$ cat src/hdl/assert_macros.svh
// Assertion helpers used by npps_back.
`ifndef ASSERT_MACROS_SVH
`define ASSERT_MACROS_SVH

`ifndef SYNTHESIS
// Property must hold at every clock edge out of reset.
`define NPPS_ASSERT(lbl, clk, rstn, prop, msg) \
  lbl: assert property (@(posedge clk) disable iff (!(rstn)) (prop)) else $error(msg);
// Expression must never be true out of reset.
`define NPPS_NEVER(lbl, clk, rstn, expr, msg) \
  lbl: assert property (@(posedge clk) disable iff (!(rstn)) !(expr)) else $error(msg);
`else
`define NPPS_ASSERT(lbl, clk, rstn, prop, msg)
`define NPPS_NEVER(lbl, clk, rstn, expr, msg)
`endif

`endif

$ cat src/hdl/npps_pkg.sv
`timescale 1ns / 1ps
`default_nettype none

package npps_pkg;

  localparam int MAX_JOBS = 16;
  localparam int IDX_W    = (MAX_JOBS > 1) ? $clog2(MAX_JOBS) : 1;
  localparam int CNT_W    = $clog2(MAX_JOBS + 1);
  localparam int ARR_W    = 16;
  localparam int BUR_W    = 16;
  localparam int PRI_W    = 10;
  localparam int TIME_W   = 21;
  localparam int ID_W     = 5;

  typedef logic [IDX_W-1:0]  idx_t;
  typedef logic [CNT_W-1:0]  cnt_t;
  typedef logic [TIME_W-1:0] time_t;
  typedef logic [ID_W-1:0]   id_t;

  // Job record passed from the front end to the scheduler.
  typedef struct packed {
    logic [ARR_W-1:0] arrival;
    logic [BUR_W-1:0] burst;
    logic [PRI_W-1:0] prio;
    logic             keep;
    logic             last;
  } job_rec_t;

  // Candidate held during a selection scan.
  typedef struct packed {
    logic [PRI_W-1:0] prio;
    logic [ARR_W-1:0] arrival;
    logic [BUR_W-1:0] burst;
    idx_t             idx;
  } cand_t;

endpackage

`default_nettype wire

$ cat src/hdl/npps_front.sv
`timescale 1ns / 1ps
`default_nettype none

module npps_front (
  input  logic                        clk,
  input  logic                        rst_n,
  input  logic                        in_valid,
  output logic                        in_ready,
  input  logic [npps_pkg::ARR_W-1:0]  in_arrival_time,
  input  logic [npps_pkg::BUR_W-1:0]  in_burst_length,
  input  logic [npps_pkg::PRI_W-1:0]  in_priority_level,
  input  logic                        in_load_last,
  output logic                        push_valid,
  input  logic                        push_ready,
  output npps_pkg::job_rec_t          push_data
);

  npps_pkg::cnt_t cnt_r, cnt_nxt;
  logic           keep;
  logic           xfer;

  assign keep     = cnt_r < npps_pkg::cnt_t'(npps_pkg::MAX_JOBS);
  assign in_ready = push_ready;
  assign xfer     = in_valid && in_ready;

  // Drop jobs beyond capacity, but always forward the batch end.
  assign push_valid        = in_valid && (keep || in_load_last);
  assign push_data.arrival = in_arrival_time;
  assign push_data.burst   = in_burst_length;
  assign push_data.prio    = in_priority_level;
  assign push_data.keep    = keep;
  assign push_data.last    = in_load_last;

  always_comb begin
    cnt_nxt = cnt_r;
    if (xfer) begin
      if (in_load_last) begin
        cnt_nxt = '0;
      end else if (keep) begin
        cnt_nxt = cnt_r + npps_pkg::cnt_t'(1);
      end
    end
  end

  always_ff @(posedge clk) begin
    if (!rst_n) begin
      cnt_r <= '0;
    end else begin
      cnt_r <= cnt_nxt;
    end
  end

endmodule

`default_nettype wire

$ cat src/hdl/npps_queue.sv
`timescale 1ns / 1ps
`default_nettype none

module npps_queue (
  input  logic               clk,
  input  logic               rst_n,
  input  logic               push_valid,
  output logic               push_ready,
  input  npps_pkg::job_rec_t push_data,
  output logic               pop_valid,
  input  logic               pop_ready,
  output npps_pkg::job_rec_t pop_data
);

  npps_pkg::job_rec_t mem_r [2];
  logic       wr_ptr_r, rd_ptr_r;
  logic [1:0] fill_r;
  logic       push, pop;

  assign push_ready = fill_r != 2'd2;
  assign pop_valid  = fill_r != 2'd0;
  assign pop_data   = mem_r[rd_ptr_r];
  assign push       = push_valid && push_ready;
  assign pop        = pop_valid && pop_ready;

  always_ff @(posedge clk) begin
    if (!rst_n) begin
      wr_ptr_r <= 1'b0;
      rd_ptr_r <= 1'b0;
      fill_r   <= 2'd0;
    end else begin
      if (push) begin
        wr_ptr_r <= ~wr_ptr_r;
      end
      if (pop) begin
        rd_ptr_r <= ~rd_ptr_r;
      end
      if (push && !pop) begin
        fill_r <= fill_r + 2'd1;
      end else if (pop && !push) begin
        fill_r <= fill_r - 2'd1;
      end
    end
  end

  always_ff @(posedge clk) begin
    if (push) begin
      mem_r[wr_ptr_r] <= push_data;
    end
  end

endmodule

`default_nettype wire

$ cat src/hdl/npps_back.sv
`timescale 1ns / 1ps
`default_nettype none
`include "assert_macros.svh"

module npps_back (
  input  logic                         clk,
  input  logic                         rst_n,
  input  logic                         q_valid,
  output logic                         q_ready,
  input  npps_pkg::job_rec_t           q_data,
  output logic                         out_valid,
  input  logic                         out_ready,
  output logic [npps_pkg::ID_W-1:0]    out_job_id,
  output logic [npps_pkg::TIME_W-1:0]  out_completion_time,
  output logic [npps_pkg::TIME_W-1:0]  out_turnaround_time,
  output logic [npps_pkg::TIME_W-1:0]  out_waiting_time,
  output logic                         out_run_last
);

  localparam logic [1:0] ST_FILL = 2'd0;
  localparam logic [1:0] ST_SCAN = 2'd1;
  localparam logic [1:0] ST_EMIT = 2'd2;

  // ahead: runs first among ready jobs (priority, arrival, burst)
  function automatic logic ahead(npps_pkg::cand_t a, npps_pkg::cand_t b);
    logic res;
    if (a.prio != b.prio) begin
      res = a.prio < b.prio;
    end else if (a.arrival != b.arrival) begin
      res = a.arrival < b.arrival;
    end else begin
      res = a.burst < b.burst;
    end
    return res;
  endfunction

  // earlier: first to run after an idle jump (arrival, then as ahead)
  function automatic logic earlier(npps_pkg::cand_t a, npps_pkg::cand_t b);
    logic res;
    if (a.arrival != b.arrival) begin
      res = a.arrival < b.arrival;
    end else if (a.prio != b.prio) begin
      res = a.prio < b.prio;
    end else begin
      res = a.burst < b.burst;
    end
    return res;
  endfunction

  logic [1:0]                    state_r;
  logic [npps_pkg::ARR_W-1:0]    arr_tbl_r [npps_pkg::MAX_JOBS];
  logic [npps_pkg::BUR_W-1:0]    bur_tbl_r [npps_pkg::MAX_JOBS];
  logic [npps_pkg::PRI_W-1:0]    pri_tbl_r [npps_pkg::MAX_JOBS];
  logic [npps_pkg::MAX_JOBS-1:0] fin_r;
  npps_pkg::cnt_t                fill_cnt_r, done_r;
  npps_pkg::idx_t                scan_i_r;
  npps_pkg::time_t               cur_r;
  npps_pkg::cand_t               rdy_r, early_r;
  logic                          rdy_vld_r, early_vld_r;
  logic                          out_valid_r;

  npps_pkg::cand_t ent, sel;
  npps_pkg::idx_t  fill_idx;
  npps_pkg::time_t start, comp, tat, wt;
  logic            ent_uf, ent_ready, take_rdy, take_early, scan_end;
  logic            out_free, emit, is_final, pop;

  assign fill_idx    = fill_cnt_r[npps_pkg::IDX_W-1:0];
  assign ent.prio    = pri_tbl_r[scan_i_r];
  assign ent.arrival = arr_tbl_r[scan_i_r];
  assign ent.burst   = bur_tbl_r[scan_i_r];
  assign ent.idx     = scan_i_r;

  assign ent_uf     = !fin_r[scan_i_r];
  assign ent_ready  = ent_uf && (npps_pkg::time_t'(ent.arrival) <= cur_r);
  assign take_rdy   = ent_ready && (!rdy_vld_r || ahead(ent, rdy_r));
  assign take_early = ent_uf && (!early_vld_r || earlier(ent, early_r));
  assign scan_end   = (npps_pkg::cnt_t'(scan_i_r) + npps_pkg::cnt_t'(1)) == fill_cnt_r;

  // No ready job: jump to the earliest pending arrival.
  assign sel   = rdy_vld_r ? rdy_r : early_r;
  assign start = rdy_vld_r ? cur_r : npps_pkg::time_t'(early_r.arrival);
  assign comp  = start + npps_pkg::time_t'(sel.burst);
  assign tat   = comp - npps_pkg::time_t'(sel.arrival);
  assign wt    = start - npps_pkg::time_t'(sel.arrival);

  assign out_free = !out_valid_r || out_ready;
  assign emit     = (state_r == ST_EMIT) && out_free;
  assign is_final = (done_r + npps_pkg::cnt_t'(1)) == fill_cnt_r;
  assign q_ready  = state_r == ST_FILL;
  assign pop      = q_valid && q_ready;
  assign out_valid = out_valid_r;

  always_ff @(posedge clk) begin
    if (!rst_n) begin
      state_r     <= ST_FILL;
      fill_cnt_r  <= '0;
      done_r      <= '0;
      scan_i_r    <= '0;
      cur_r       <= '0;
      fin_r       <= '0;
      rdy_vld_r   <= 1'b0;
      early_vld_r <= 1'b0;
      out_valid_r <= 1'b0;
    end else begin
      if (emit) begin
        out_valid_r <= 1'b1;
      end else if (out_valid_r && out_ready) begin
        out_valid_r <= 1'b0;
      end
      unique case (state_r)
        ST_FILL: begin
          if (pop) begin
            if (q_data.keep) begin
              fin_r[fill_idx] <= 1'b0;
              fill_cnt_r      <= fill_cnt_r + npps_pkg::cnt_t'(1);
            end
            if (q_data.last) begin
              state_r     <= ST_SCAN;
              scan_i_r    <= '0;
              done_r      <= '0;
              rdy_vld_r   <= 1'b0;
              early_vld_r <= 1'b0;
            end
          end
        end
        ST_SCAN: begin
          if (take_rdy) begin
            rdy_vld_r <= 1'b1;
          end
          if (take_early) begin
            early_vld_r <= 1'b1;
          end
          scan_i_r <= scan_i_r + npps_pkg::idx_t'(1);
          if (scan_end) begin
            state_r <= ST_EMIT;
          end
        end
        ST_EMIT: begin
          if (out_free) begin
            if (is_final) begin
              // Batch done: drop the schedule and wait for new loads.
              fill_cnt_r <= '0;
              cur_r      <= '0;
              fin_r      <= '0;
              state_r    <= ST_FILL;
            end else begin
              fin_r[sel.idx] <= 1'b1;
              cur_r          <= comp;
              done_r         <= done_r + npps_pkg::cnt_t'(1);
              scan_i_r       <= '0;
              rdy_vld_r      <= 1'b0;
              early_vld_r    <= 1'b0;
              state_r        <= ST_SCAN;
            end
          end
        end
        default: begin
          state_r <= ST_FILL;
        end
      endcase
    end
  end

  always_ff @(posedge clk) begin
    if (pop && q_data.keep) begin
      arr_tbl_r[fill_idx] <= q_data.arrival;
      bur_tbl_r[fill_idx] <= q_data.burst;
      pri_tbl_r[fill_idx] <= q_data.prio;
    end
    if ((state_r == ST_SCAN) && take_rdy) begin
      rdy_r <= ent;
    end
    if ((state_r == ST_SCAN) && take_early) begin
      early_r <= ent;
    end
    if (emit) begin
      out_job_id          <= npps_pkg::id_t'(sel.idx) + npps_pkg::id_t'(1);
      out_completion_time <= comp;
      out_turnaround_time <= tat;
      out_waiting_time    <= wt;
      out_run_last        <= is_final;
    end
  end

  `NPPS_ASSERT(a_emit_has_cand, clk, rst_n, (state_r == ST_EMIT) |-> (rdy_vld_r || early_vld_r), "issue without a candidate")
  `NPPS_ASSERT(a_fill_bound, clk, rst_n, fill_cnt_r <= npps_pkg::cnt_t'(npps_pkg::MAX_JOBS), "job table overfilled")
  `NPPS_ASSERT(a_scan_nonempty, clk, rst_n, (state_r == ST_SCAN) |-> (fill_cnt_r != '0), "scan over an empty table")
  `NPPS_ASSERT(a_issue_marks, clk, rst_n, (emit && !is_final) |=> fin_r[$past(sel.idx)], "issued job not marked finished")

endmodule

`default_nettype wire

$ cat src/hdl/nonpreemptive_priority_scheduler.sv
`timescale 1ns / 1ps
`default_nettype none

// Non-preemptive priority scheduler.
// Input channel (in_valid/in_ready): one job per transfer with arrival time,
// burst length and priority level; in_load_last marks the final job of a batch.
// Up to 16 jobs are kept; further jobs of the batch are dropped.
// A two-entry queue parts the loader from the scheduler, so loads go on while
// the queue has room and the next batch may start loading while a schedule runs.
// After the final job, the scheduler issues one result per job in run order
// (out_valid/out_ready): job id, completion, turnaround and waiting time, with
// out_run_last on the final result of the batch.
// For each result the scheduler scans every stored job through the single
// job-table read port, then issues the selected job once the output is free.
// Reset clears the batch, the queue and the result valid flag; job table
// contents are only read once loaded.
// A stalled receiver holds the result register and the scheduler waits on it;
// loading continues until the queue is full.

module nonpreemptive_priority_scheduler (
  input  logic                         clk,
  input  logic                         rst_n,
  input  logic                         in_valid,
  output logic                         in_ready,
  input  logic [npps_pkg::ARR_W-1:0]   in_arrival_time,
  input  logic [npps_pkg::BUR_W-1:0]   in_burst_length,
  input  logic [npps_pkg::PRI_W-1:0]   in_priority_level,
  input  logic                         in_load_last,
  output logic                         out_valid,
  input  logic                         out_ready,
  output logic [npps_pkg::ID_W-1:0]    out_job_id,
  output logic [npps_pkg::TIME_W-1:0]  out_completion_time,
  output logic [npps_pkg::TIME_W-1:0]  out_turnaround_time,
  output logic [npps_pkg::TIME_W-1:0]  out_waiting_time,
  output logic                         out_run_last
);

  logic               push_valid, push_ready;
  npps_pkg::job_rec_t push_data;
  logic               q_valid, q_ready;
  npps_pkg::job_rec_t q_data;

  npps_front u_front (
    .clk               (clk),
    .rst_n             (rst_n),
    .in_valid          (in_valid),
    .in_ready          (in_ready),
    .in_arrival_time   (in_arrival_time),
    .in_burst_length   (in_burst_length),
    .in_priority_level (in_priority_level),
    .in_load_last      (in_load_last),
    .push_valid        (push_valid),
    .push_ready        (push_ready),
    .push_data         (push_data)
  );

  npps_queue u_queue (
    .clk        (clk),
    .rst_n      (rst_n),
    .push_valid (push_valid),
    .push_ready (push_ready),
    .push_data  (push_data),
    .pop_valid  (q_valid),
    .pop_ready  (q_ready),
    .pop_data   (q_data)
  );

  npps_back u_back (
    .clk                 (clk),
    .rst_n               (rst_n),
    .q_valid             (q_valid),
    .q_ready             (q_ready),
    .q_data              (q_data),
    .out_valid           (out_valid),
    .out_ready           (out_ready),
    .out_job_id          (out_job_id),
    .out_completion_time (out_completion_time),
    .out_turnaround_time (out_turnaround_time),
    .out_waiting_time    (out_waiting_time),
    .out_run_last        (out_run_last)
  );

endmodule

`default_nettype wire
$ cat config.mk
export PLATFORM = sky130hd
export DESIGN_NAME = nonpreemptive_priority_scheduler
export DESIGN_NICKNAME = d
export VERILOG_FILES = /design/src/hdl/npps_pkg.sv /design/src/hdl/npps_front.sv /design/src/hdl/npps_queue.sv /design/src/hdl/npps_back.sv /design/src/hdl/nonpreemptive_priority_scheduler.sv
export VERILOG_INCLUDE_DIRS = /design/src /design/src/hdl
export SDC_FILE = /design/constraint.sdc
export NUM_CORES = 1
export LEC_CHECK = 0
export BUFFER_PORTS_ARGS = -buffer_cell sky130_fd_sc_hd__buf_2
export CORE_MARGIN = 3
export CORE_UTILIZATION = 55
export CTS_CLUSTER_DIAMETER = 30
export DETAILED_ROUTE_END_ITERATION = 16
export GPL_TIMING_DRIVEN = 0
export MAX_ROUTING_LAYER = met4
export PLACE_DENSITY_LB_ADDON = 0.2
export SLEW_MARGIN = 20
export SYNTH_ARGS = -nofsm -noshare
export SYNTH_HDL_FRONTEND = slang
export SYNTH_SLANG_ARGS = --single-unit
$ cat constraint.sdc
create_clock -name clk -period 15.3 [get_ports clk]
set_input_delay 3.06 -clock clk [delete_from_list [all_inputs] [get_ports clk]]
set_output_delay 3.06 -clock clk [all_outputs]
set_load 0.005 [all_outputs]
## Word level (Yosys, flattened, before mapping)

Memory sizes are Yosys's and may differ from the RTL's. A register that Yosys moved wholly into a read port is not among the register bits.
Index checks and enable logic that the tools add are counted.

- Add/subtract/negate cells: 11
- Magnitude comparators: 13
- Equality and inequality tests: 18
- Mux-type cells: 65
- Bitwise operators: 5
- Reductions and logical operators: 42

Operator list:

| cell | count |
|---|---|
| 16-bit < comparator | 4 |
| 16-bit two-way mux | 4 |
| 5-bit two-way mux | 10 |
| 21-bit two-way mux | 2 |
| 21-bit by 16-bit subtractor with 21-bit output | 2 |
| 4-bit two-way mux | 10 |
| 36-bit two-way mux | 1 |
| 16-bit inequality test | 2 |
| 16-bit one-hot mux with 2 select lines | 1 |
| 1-bit two-way mux | 22 |
| 21-bit by 16-bit adder with 21-bit output | 1 |
| 16-bit by 21-bit less-or-equal comparator with 1-bit output | 1 |
| 10-bit < comparator | 2 |
| 10-bit inequality test | 2 |
| 5-bit one-hot mux with 2 select lines | 2 |
| 16-bit bitwise AND | 1 |
| 1-bit logical AND | 16 |
| 16-bit NOT | 1 |
| 16-bit OR | 1 |
| 5-bit by 1-bit adder with 5-bit output (second input constant) | 3 |
| 4-bit by 5-bit < comparator with 1-bit output (second input constant) | 3 |
| 5-bit AND reduction | 3 |
| 2-bit two-way mux | 6 |
| 4-bit one-hot mux with 3 select lines | 1 |
| 24 further kinds | 53 |

- Flip-flop bits (word level): 226
- Bits in writable memories: 760
- Input bits: 47
- Word-level logic and storage cells: 184
- Memories kept: 4

Memories:

| name | words | width | rd ports | clocked after memory_dff | wr ports | RTL line | source |
|---|---|---|---|---|---|---|---|
| u_back.arr_tbl_r | 16 | 16 | 1 | 1 | 1 | npps_back.sv:51 | `logic [npps_pkg::ARR_W-1:0] arr_tbl_r [npps_pkg::MAX_JOBS];` |
| u_back.bur_tbl_r | 16 | 16 | 1 | 1 | 1 | npps_back.sv:52 | `logic [npps_pkg::BUR_W-1:0] bur_tbl_r [npps_pkg::MAX_JOBS];` |
| u_back.pri_tbl_r | 16 | 10 | 1 | 1 | 1 | npps_back.sv:53 | `logic [npps_pkg::PRI_W-1:0] pri_tbl_r [npps_pkg::MAX_JOBS];` |
| u_queue.mem_r | 2 | 44 | 1 | 1 | 1 | npps_queue.sv:15 | `npps_pkg::job_rec_t mem_r [2];` |

## Logic depth before layout (Yosys ltp)

Gate-level depths: netlist of run 1.

- Depth after elaboration: 9
- Gate-level depth with buffers: 23

## Cells and area by module

Synthesis of run 1 repeated with hierarchy kept, for this count alone.

- Cells, all modules: 2485
- Area, all modules: 42554.6 sq um

Modules (own cells, without submodules):

| module | times used | cells each | area each (sq um) | seq. area each (sq um) |
|---|---|---|---|---|
| npps_back | 1 | 2249 | 38545.7 | 26215.1 |
| npps_queue | 1 | 161 | 3410.8 | 2742.6 |
| npps_front | 1 | 75 | 598.1 | 100.1 |

## Worst setup path after synthesis of run 1

Ideal clock, no wire load.

- Path type: register to register
- From: register (tool-made name)
- To: register u_back.early_r[0] (netlist bit) (enable)
- Library setup time: 0.477 ns
- Arrival: 6.232 ns
- Required time: 14.823 ns
- Slack: 8.591 ns
- Cell stages (with the launch flop): 16
- Path buffers: 3
- Clock period less this slack: 6.709 ns
- Path through: dfxtp_1 buf_2 clkbuf_1 buf_1 mux4_2 mux4_2 ha_1 nor2b_1 o21a_1 o21ai_0 nand2b_1 a21oi_1 nor2b_1 o31ai_1 o2111ai_1 a31oi_1

RTL lines:

| element | RTL line | source |
|---|---|---|
| end signal: assignment | npps_back.sv:175 | `early_r <= ent;` |
| end: declaration | npps_back.sv:58 | `npps_pkg::cand_t rdy_r, early_r;` |

## Worst setup path after layout of run 1

- From: register u_back.rdy_vld_r
- To: register u_back.out_turnaround_time[19] (netlist bit) (data pin)

- Cells in the longest elaborated chain, start to end: 3

Ends and longest elaborated chain:

| element | RTL line | source |
|---|---|---|
| start: declaration | npps_back.sv:59 | `logic rdy_vld_r, early_vld_r;` |
| start signal: assignment | npps_back.sv:102 | `rdy_vld_r <= 1'b0;` |
| start signal: assignment | npps_back.sv:122 | `rdy_vld_r <= 1'b0;` |
| start signal: assignment | npps_back.sv:129 | `rdy_vld_r <= 1'b1;` |
| 21-bit two-way mux / 36-bit two-way mux (equally long branches) | npps_back.sv:82, npps_back.sv:81 |  |
| 21-bit by 16-bit adder with 21-bit output * | npps_back.sv:83 | `assign comp = start + npps_pkg::time_t'(sel.burst);` |
| named net u_back.comp[12] | npps_back.sv:64 | `npps_pkg::time_t start, comp, tat, wt;` |
| 21-bit by 16-bit subtractor with 21-bit output * | npps_back.sv:84 | `assign tat = comp - npps_pkg::time_t'(sel.arrival);` |
| named net u_back.tat[19] | npps_back.sv:64 |  |
| end signal: assignment | npps_back.sv:180 | `out_turnaround_time <= tat;` |
| end: declaration | npps_back.sv:15 | `output logic [npps_pkg::TIME_W-1:0] out_turnaround_time,` |

Mark *: on every way through the listed nets, which the timed path passes. The rest lies on a longest branch.
A chain may end at the register's enable or synchronous reset.

==> impl_metrics.csv, run 1 <==
group,metric,value,unit
cells_and_area,layout_commonest_cell,"edfxtp_1",
clock_network,worst_skew_pair.late_latency,0.75,ns
clock_network,numCtsBuffers,173,
logic_synthesis,synth_edf_count,921,
placed_design,dp_hpwl,69400,microns
clock_network,clock-root-buffer,"clkbuf_16",
floorplan,dieArea,0.0797,sq mm
setup_path,cp_max_fo,10,
logic_synthesis,synth-seq-cells,991,
drt,postRouteAntennaNets,0,
clock_network,htree_levels,4,
min_path,whs_endpoint,"u_back.rdy_r[2]",
logic_synthesis,syn_nets,2634,
cells_and_area,diodes,0,
clock_network,cts_tree,"yes",
timing,layout_worst_path_cycle_share,0.440,
power_and_ir_drop,ir_worst_vdd,0.000131,V
clock_network,clockBufferDepth,3,
grt,grt_pass1_wl,158000,microns
drt,initialDrtViolationCount,2177,
floorplan,boundaryPins,118,
grt,use_met3,0.0546,
timing,fin_worst_skew,0.0253,ns
grt,grt_pass1_vias,25300,
floorplan,rows,100,
floorplan,die_h,282,microns
timing,whs,0.448,ns
timing,maxClockFrequency,149,MHz
grt,antenna_found_initial,0,
cells_and_area,ff_latch_area,0.0291,sq mm
job,cap_violations,0,
min_path,min_from,"u_back.scan_i_r[2]",
power_and_ir_drop,power,11.1,mW
clock_network,clkSinkCount,991,
setup_path,r2r-start,"u_back.rdy_vld_r",
drt,vias_per_cell,6.16,
clock_network,post_cts_buffers,0,
cells_and_area,most-common-layout-cells,"edfxtp_1 (921), mux4_2 (215), clkbuf_16 (175)",
timing,setup_viol,0,
cells_and_area,fillers,4825,
floorplan,coreArea,0.0751,sq mm
clock_network,cts_resized,0,
timing,fin_setup_tns,0,ns
logic_synthesis,yosysWarnings,0,
timing,worst_pin_slew,1.03,ns
drt,drt_pass1_iterations,5,
grt,met2_usage,0.457,
cells_and_area,synthToLayoutAreaGrowth,21.5,%
min_path,hp-class,"reg -> reg",
timing,rsz0062_at_grt,"false",
floorplan,initial_core_util,0.559,
drt,num_vias,24100,
logic_synthesis,synthArstFlopShare,0,
placed_design,gp_congestion,0.948,
logic_synthesis,synthCells,2426,
setup_path,reg2reg_setup_slack,8.57,ns
cells_and_area,final_core_utilization,0.680,
setup_path,path_class,"reg -> reg",
clock_network,cts_hold_buf,0,
drt,wire_per_inst,27.0,microns
grt,grt_max_degree,49,
setup_path,reg2reg_to,"u_back.out_turnaround_time[19]",
drt,wirelength,105000,microns
min_path,hold_depth,0,
setup_path,worstSetupStartpointType,"flip-flop",
timing,finalHoldViolations,0,
grt,grtUsageTotal,0.281,
logic_synthesis,avgSynthCellArea,17.3,sq um
setup_path,crit_required,15.79,ns
logic_synthesis,ys.flop_type,"edfxtp_1",
logic_synthesis,syn-cell-area,0.0420,sq mm
grt,grt_overflow_total,0,
setup_path,reg2reg_depth,20,
power_and_ir_drop,cellLeakagePower,17.6,nW
placed_design,placedInstanceArea,0.0449,sq mm
cells_and_area,drive_gt1_frac,0.266,
setup_path,cp.arrival,7.22,ns
grt,grt-busiest-layer,"met2",
floorplan,die_x,282,microns
cells_and_area,multiInputGateArea,0.0123,sq mm
cells_and_area,fin_nets,2991,
power_and_ir_drop,pwr_density_cell,218,mW/mm^2
clock_network,clk_pin_slew_worst_paths,0.05,ns
drt,remaining_drc_errors,0,
timing,fin_crit,6.73,ns
logic_synthesis,synth_cell_types,63,
placed_design,portBuffers,117,
timing,drv_slew,0,
outcome,status,"complete, no violations",
grt,use_met1,0.350,
logic_synthesis,seq_area_frac_synth,0.692,
setup_path,crit_path_end_kind,"flip-flop",
timing,slew-limit-headroom,0.316,
setup_path,cp-startpoint,"u_back.rdy_vld_r",
cells_and_area,design_area,0.0510,sq mm
## metal layers
| metal | part of all wire | vias to the layer above |
|---|---|---|
| met3 | 0.075 | 241 |
| met2 | 0.50 | 1159 |
| li1 | - | 10400 |
| met1 | 0.38 | 12300 |
| met4 | 0.037 | 0 |
| met5 | 0 | - |
## critical path, stage by stage, from the launching register on
cell      delay, ns
dfxtp_1        0.30
clkbuf_1       0.32
clkbuf_1       0.59
clkbuf_1       0.59
clkbuf_1       0.52
nand2_1        0.08
o21ai_0        0.21
ha_1           0.37
a211oi_1       0.37
o21ai_1        0.14
a31oi_1        0.49
o21bai_1       0.12
a21oi_1        0.25
o21bai_1       0.14
xor2_1         0.45
ha_1           0.37
and3_1         0.16
a211o_1        0.34
a41oi_1        0.33
nand4_1        0.16
xnor2_1        0.16
## cell usage after synthesis (all sizes together) (17+ instances only)
| cell type | number | area, sq um |
|---|---|---|
| a21o | 32 | 240 |
| a21oi | 69 | 345 |
| a31oi | 34 | 213 |
| and2 | 19 | 119 |
| buf | 33 | 129 |
| clkbuf | 56 | 210 |
| dfxtp | 70 | 1400 |
| edfxtp | 921 | 27700 |
| ha | 158 | 1980 |
| inv | 128 | 480 |
| mux2 | 44 | 495 |
| mux2i | 21 | 210 |
| mux4 | 215 | 4840 |
| nand2 | 117 | 439 |
| nand2b | 22 | 138 |
| nand3 | 23 | 115 |
| nand4 | 24 | 150 |
| nor2 | 81 | 307 |
| nor2b | 42 | 263 |
| nor3 | 25 | 125 |
| o21a | 17 | 128 |
| o21ai | 87 | 435 |
| xnor2 | 40 | 350 |
| xor2 | 21 | 184 |
## power by group
group          leakage (nW)  internal (mW)  total (mW)  switching [mW]
registers              8.91           3.58        3.66          0.0796
clock network          2.90           2.52        3.92            1.40
logic                  5.81           1.37        3.53            2.16
## kinds of logic (layout without fill, tap and decap cells)
| family | count (synthesis) | after routing | synth area share |
|---|---|---|---|
| flops | 991 | 991 | 0.692 |
| simple gates | 390 | 390 | 0.0458 |
| fa+ha+maj | 161 | 161 | 0.0485 |
| compound gates | 326 | 326 | 0.0494 |
| xor+xnor | 61 | 61 | 0.0127 |
| buf+inv | 217 | 724 | 0.0195 |
| mux | 280 | 280 | 0.132 |
## how the worst max path moves through the flow
stage                                     end
2_1_floorplan               u_back.early_r[0]
3_3_place_gp                u_back.early_r[7]
3_5_place_dp   u_back.out_turnaround_time[18]
4_1_cts        u_back.out_turnaround_time[18]
5_1_grt        u_back.out_turnaround_time[18]
6_report       u_back.out_turnaround_time[19]
## registers in the layout, summed over array words and instances (netlist names), 21 cells and up, named ones only
signal / flops
u_back.cur_r: 21
u_queue.mem_r: 88
u_back.out_turnaround_time: 21
u_back.arr_tbl_r: 256
u_back.out_waiting_time: 21
u_back.rdy_r: 46
u_back.early_r: 46
u_back.out_completion_time: 21
u_back.bur_tbl_r: 256
u_back.pri_tbl_r: 160
## layout make-up
cell class,instances,share of cell area
Buffer,89,0.00709
Clock buffer,193,0.0872
Clock inverter,132,0.0315
Inverter,128,0.00942
Multi-Input combinational cell,1218,0.240
Sequential cell,991,0.570
Tap cell,969,0.0238
Timing Repair Buffer,182,0.0310
## per-stage QoR
stage | setup WS, ns | instances
after floorplan | 8.59 | 2426
after global placement | 5.43 | 3512
after detailed placement | 8.58 | 3577
after CTS | 8.56 | 3902
after global routing | 8.11 | 3902
final | 8.57 | 3902
(Power assumes the default switching activity.)
==> run 2: changes to the inputs <==
==> constraint.sdc (replaced) <==
create_clock -name clk -period 6.9 [get_ports clk]
set_input_delay 1.38 -clock clk [delete_from_list [all_inputs] [get_ports clk]]
set_output_delay 1.38 -clock clk [all_outputs]
set_load 0.005 [all_outputs]
==> run 2 against run 1 <==
  * Global-route usage unchanged
  * Clock skew about the same
  * Cell count unchanged
  * Die area unchanged
  * Sequential share of layout area is essentially flat
  * Worst setup slack got worse by 8.4 ns
  * Fmax rose by 0.28%
  * Clock-buffer cell count stayed put
  * Sequential power increased by 120%
  * Sequential cell count unchanged
  * Highest routed layer unchanged
==> impl_metrics.csv, run 2 (synthesis gave the netlist of run 1 again) <==
group,metric,value,unit
drt,wire_per_inst,27.0,microns
cells_and_area,synthToLayoutAreaGrowth,21.5,%
power_and_ir_drop,p_switching,8.07,mW
setup_path,reg2reg_depth,13,
outcome,status,"complete, no violations",
cells_and_area,final_core_utilization,0.680,
cells_and_area,most-common-layout-cells,"edfxtp_1 (921), mux4_2 (215), clkbuf_16 (175)",
power_and_ir_drop,pwr_density_cell,483,mW/mm^2
cells_and_area,final_cells,3902,
timing,slew-limit-headroom,0.316,
power_and_ir_drop,cellLeakagePower,17.6,nW
setup_path,crit_buf_inv,4,
floorplan,boundaryPins,118,
drt,postRouteAntennaNets,0,
timing,finalHoldViolations,0,
timing,fin_setup_tns,0,ns
min_path,hp-class,"reg -> reg",
placed_design,portBuffers,117,
placed_design,dp_hpwl,69400,microns
grt,grtUsageTotal,0.281,
timing,setup_viol,0,
timing,maxClockFrequency,149,MHz
clock_network,numCtsBuffers,173,
setup_path,crit_required,7.34,ns
floorplan,die_x,282,microns
setup_path,crit_cells,13,
cells_and_area,fin_nets,2991,
timing,drv_slew,0,
setup_path,slowest_stage,"buf_1",
cells_and_area,layout_commonest_cell,"edfxtp_1",
drt,num_vias,24000,
power_and_ir_drop,power_frac_comb,0.318,
drt,wirelength,105000,microns
placed_design,gp_congestion,0.948,
cells_and_area,drive_gt1_frac,0.267,
clock_network,worst_skew_pair.late_latency,0.75,ns
cells_and_area,diodes,0,
timing,worst_pin_slew,1.03,ns
setup_path,cp.arrival,7.15,ns
power_and_ir_drop,pwr-share-clk,0.353,
timing,rsz0062_at_grt,"false",
power_and_ir_drop,pwr-share-seq,0.329,
job,cap_violations,0,
power_and_ir_drop,internal_power,16.6,mW
clock_network,cts_tree,"yes",
floorplan,rows,100,
floorplan,coreArea,0.0751,sq mm
power_and_ir_drop,swShare,0.328,
clock_network,clock-root-buffer,"clkbuf_16",
grt,grt_pass1_wl,158000,microns
setup_path,cpPeakStageDelay,0.83,ns
drt,vias_per_cell,6.15,
timing,fin_worst_skew,0.0248,ns
timing,layout_worst_path_cycle_share,0.973,
placed_design,place_ws,0.176,ns
floorplan,die_h,282,microns
power_and_ir_drop,ir_worst_vdd,0.000290,V
timing,fin_crit,6.71,ns
timing,finalWorstSetupSlack,0.186,ns
setup_path,crit_top_cell,"mux4_2",
power_and_ir_drop,power,24.6,mW
grt,grt_overflow_total,0,
placed_design,placedInstanceArea,0.0449,sq mm
setup_path,worstSetupStartpointType,"flip-flop",
setup_path,cp_top_family,"buffers and inverters",
grt,grt_pass1_vias,25300,
min_path,hold_depth,0,
floorplan,dieArea,0.0797,sq mm
clock_network,clockBufferDepth,3,
drt,initialDrtViolationCount,2195,
cells_and_area,design_area,0.0510,sq mm
clock_network,clk_pin_slew_worst_paths,0.05,ns
floorplan,initial_core_util,0.559,
setup_path,cp_cell_sequence,"buf_2, clkbuf_1, buf_1, mux4_2, mux4_2, ha_1, nand4_1, nor4_1, nand3_1, a311oi_1, o21ai_1, a31oi_4, buf_16",
timing,whs,0.447,ns
clock_network,post_cts_buffers,0,
drt,remaining_drc_errors,0,
grt,grt_max_degree,49,
cells_and_area,largestRegisters,"u_back.arr_tbl_r: 256 flops, u_back.bur_tbl_r: 256 flops, u_back.pri_tbl_r: 160 flops",
grt,antenna_found_initial,0,
setup_path,crit_path_end_kind,"flip-flop",
clock_network,htree_levels,4,
drt,drt_pass1_iterations,5,
clock_network,clkSinkCount,991,
placed_design,dp.cells,3577,
setup_path,cp_max_fo,20,
setup_path,path_class,"reg -> reg",
## run 2: cell types whose count changed in the layout (fill, tap and decap cells not counted)
| cell | before | now |
|---|---|---|
| clkbuf_1 | 70 | 67 |
| clkbuf_2 | 13 | 16 |
## run 2: power by group through the flow
| stage | sequential [mW] | combinational (mW) | clock (mW) |
|---|---|---|---|
| floorplan | 8.19 | 5.37 | 0 |
| global placement | 8.24 | 7.15 | 0 |
| detailed placement | 8.21 | 7.72 | 0 |
| CTS | 8.11 | 7.81 | 8.79 |
| global route | 8.15 | 8.62 | 9.10 |
| finish | 8.11 | 7.84 | 8.70 |
## run 2: final timing paths
check | from | to | slack, ns
max | flip-flop | u_back.rdy_r[9] | 0.19
min | u_back.scan_i_r[2] | u_back.rdy_r[2] | 0.45
max reg2reg | flip-flop | u_back.rdy_r[9] | 0.19
min reg2reg | u_back.scan_i_r[2] | u_back.rdy_r[2] | 0.45
## run 2: metal layers
layer / track usage / part of all wire
met4: 0.118 / 0.036
met5: - / 0
met3: 0.0546 / 0.075
met2: 0.457 / 0.50
met1: 0.350 / 0.39
## run 2: timing repair
item | in CTS | in global routing
hold buffers | 0 | 0
gates resized for setup | 0 | 6
endpoints found under the setup margin | 0 | 5
## run 2: final cells by class
| class | instances | area (sq um) |
|---|---|---|
| clock inverters | 132 | 1610 |
| flip-flops and latches | 991 | 29100 |
| fillers | 4826 | 24100 |
| plain buffers | 89 | 365 |
| repair buffers | 182 | 1580 |
| multi-input cells | 1218 | 12300 |
| well taps | 969 | 1210 |
| inverters | 128 | 480 |
| clock buffers | 193 | 4450 |
==> run 3: changes to the inputs <==
--- a/config.mk
+++ b/config.mk
@@ -13,7 +13,7 @@
 export DETAILED_ROUTE_END_ITERATION = 16
 export GPL_TIMING_DRIVEN = 0
 export MAX_ROUTING_LAYER = met4
-export PLACE_DENSITY_LB_ADDON = 0.2
+export PLACE_DENSITY_LB_ADDON = 0.25
 export SLEW_MARGIN = 20
 export SYNTH_ARGS = -nofsm -noshare
 export SYNTH_HDL_FRONTEND = slang
==> run 3 against run 2 <==
  * Global-route usage grew 0.30 points
  * First-iteration DRC count up 5.9%
  * Worst setup slack gained 0.21 ns
  * Fmax grew 3.2%
  * Clock skew rose by 0.014 ns
  * Sequential power hardly changed
==> impl_metrics.csv, run 3 (synthesis gave the netlist of run 1 again) <==
group,metric,value,unit
floorplan,rows,100,
drt,postRouteAntennaNets,0,
timing,layout_worst_path_cycle_share,0.943,
placed_design,place_ws,0.192,ns
cells_and_area,fin_nets,2981,
floorplan,boundaryPins,118,
clock_network,clk_pin_slew_worst_paths,0.05,ns
cells_and_area,ff_latch_area,0.0291,sq mm
timing,fin_setup_tns,0,ns
setup_path,crit_path_end_kind,"flip-flop",
grt,grt_pass1_wl,160000,microns
timing,setup_viol,0,
grt,grt_max_degree,55,
setup_path,path_class,"reg -> reg",
clock_network,worst_skew_pair.late_latency,0.74,ns
power_and_ir_drop,cellLeakagePower,17.6,nW
floorplan,coreArea,0.0751,sq mm
drt,drt_pass1_iterations,5,
drt,vias_per_cell,6.24,
floorplan,initial_core_util,0.559,
setup_path,cp_max_fo,20,
cells_and_area,largestRegisters,"u_back.arr_tbl_r: 256 flops, u_back.bur_tbl_r: 256 flops, u_back.pri_tbl_r: 160 flops",
timing,finalHoldViolations,0,
timing,maxClockFrequency,154,MHz
timing,fin_worst_skew,0.0390,ns
cells_and_area,layout_commonest_cell,"edfxtp_1",
placed_design,dp_hpwl,69600,microns
grt,grtUsageTotal,0.284,
clock_network,htree_levels,4,
timing,whs,0.473,ns
power_and_ir_drop,ir_worst_vdd,0.000282,V
clock_network,numCtsBuffers,163,
cells_and_area,synthToLayoutAreaGrowth,21.1,%
grt,grt_overflow_total,0,
placed_design,dp.cells,3577,
drt,wire_per_inst,27.5,microns
clock_network,clockBufferDepth,3,
floorplan,die_h,282,microns
timing,finalWorstSetupSlack,0.393,ns
job,cap_violations,0,
timing,worst_pin_slew,1.08,ns
power_and_ir_drop,pwr_density_cell,480,mW/mm^2
cells_and_area,final_cells,3884,
setup_path,cp.arrival,6.93,ns
drt,initialDrtViolationCount,2324,
cells_and_area,fillers,4776,
timing,rsz0062_at_grt,"false",
setup_path,crit_required,7.33,ns
grt,grt_pass1_vias,25000,
min_path,hp-class,"reg -> reg",
grt,antenna_found_initial,2,
outcome,status,"complete, no violations",
clock_network,clkSinkCount,991,
placed_design,portBuffers,117,
floorplan,dieArea,0.0797,sq mm
clock_network,clock-root-buffer,"clkbuf_16",
cells_and_area,drive_gt1_frac,0.263,
cells_and_area,most-common-layout-cells,"edfxtp_1 (921), mux4_2 (215), clkbuf_16 (167)",
drt,num_vias,24200,
timing,fin_crit,6.51,ns
setup_path,worstSetupStartpointType,"flip-flop",
drt,wirelength,107000,microns
clock_network,cts_tree,"yes",
floorplan,die_x,282,microns
placed_design,gp_congestion,0.948,
cells_and_area,multiInputGateArea,0.0123,sq mm
timing,drv_slew,0,
clock_network,cts_hold_buf,0,
drt,remaining_drc_errors,0,
timing,slew-limit-headroom,0.282,
==> run 3: cell type report <==
class,count,area share
diodes,1,0.0000492
clock inverters,117,0.0292
flip-flops and latches,991,0.572
clock buffers,189,0.0842
plain buffers,89,0.00731
inverters,128,0.00945
well taps,969,0.0239
multi-input cells,1218,0.241
repair buffers,182,0.0330
==> run 3: final timing paths <==
| kind | endpoint | slack [ns] | start | depth (start not counted) |
|---|---|---|---|---|
| min | u_back.early_r[2] | 0.47 | u_back.scan_i_r[2] | 0 |
| min reg2reg | u_back.early_r[2] | 0.47 | u_back.scan_i_r[2] | 0 |
| max | u_back.early_r[5] | 0.39 | flip-flop | 13 |
| max reg2reg | u_back.early_r[5] | 0.39 | flip-flop | 13 |
==> run 3: per-layer routing <==
| layer | wire, microns | part of all wire | global-route usage | up-vias |
|---|---|---|---|---|
| met5 | 0 | 0 | - | - |
| met4 | 3480 | 0.033 | 0.104 | 0 |
| met3 | 8320 | 0.078 | 0.0553 | 254 |
| met2 | 53600 | 0.50 | 0.461 | 1185 |
| met1 | 41500 | 0.39 | 0.360 | 12400 |
| li1 | - | - | - | 10400 |
==> run 3: what timing repair did <==
item | in CTS | in global routing
resized for setup | 0 | 7
buffers inserted | 0 | 0
endpoints found under the setup margin | 0 | 24
==> run 3: where the power goes <==
part / switching, mW / internal [mW]
Sequential: 0.188 / 7.93
Clock: 3.02 / 5.40
Combinational: 4.80 / 3.05
==> run 3: worst max-delay path, stage by stage, from the launching register on <==
cell and delay (ns):
dfxtp_1 0.36, buf_2 0.26, clkbuf_1 0.50, clkdlybuf4s15_1 0.85, mux4_2 0.63, mux4_2 0.54, ha_1 0.36, nand4_1 0.11
nor3_1 0.76, nand4b_1 0.17, nor4_1 0.58, o211ai_1 0.28, a31oi_4 0.55, buf_16 0.24
==> run 3: per-stage QoR <==
stage / instance area, sq um / utilization / power (mW)
6_report: 50800 / 0.677 / 24.4
5_1_grt: 50800 / 0.677 / 25.6
4_1_cts: 50800 / 0.677 / 24.4
3_5_place_dp: 45000 / 0.600 / 15.9
3_3_place_gp: 43800 / 0.583 / 15.4
2_1_floorplan: 42000 / - / 13.6
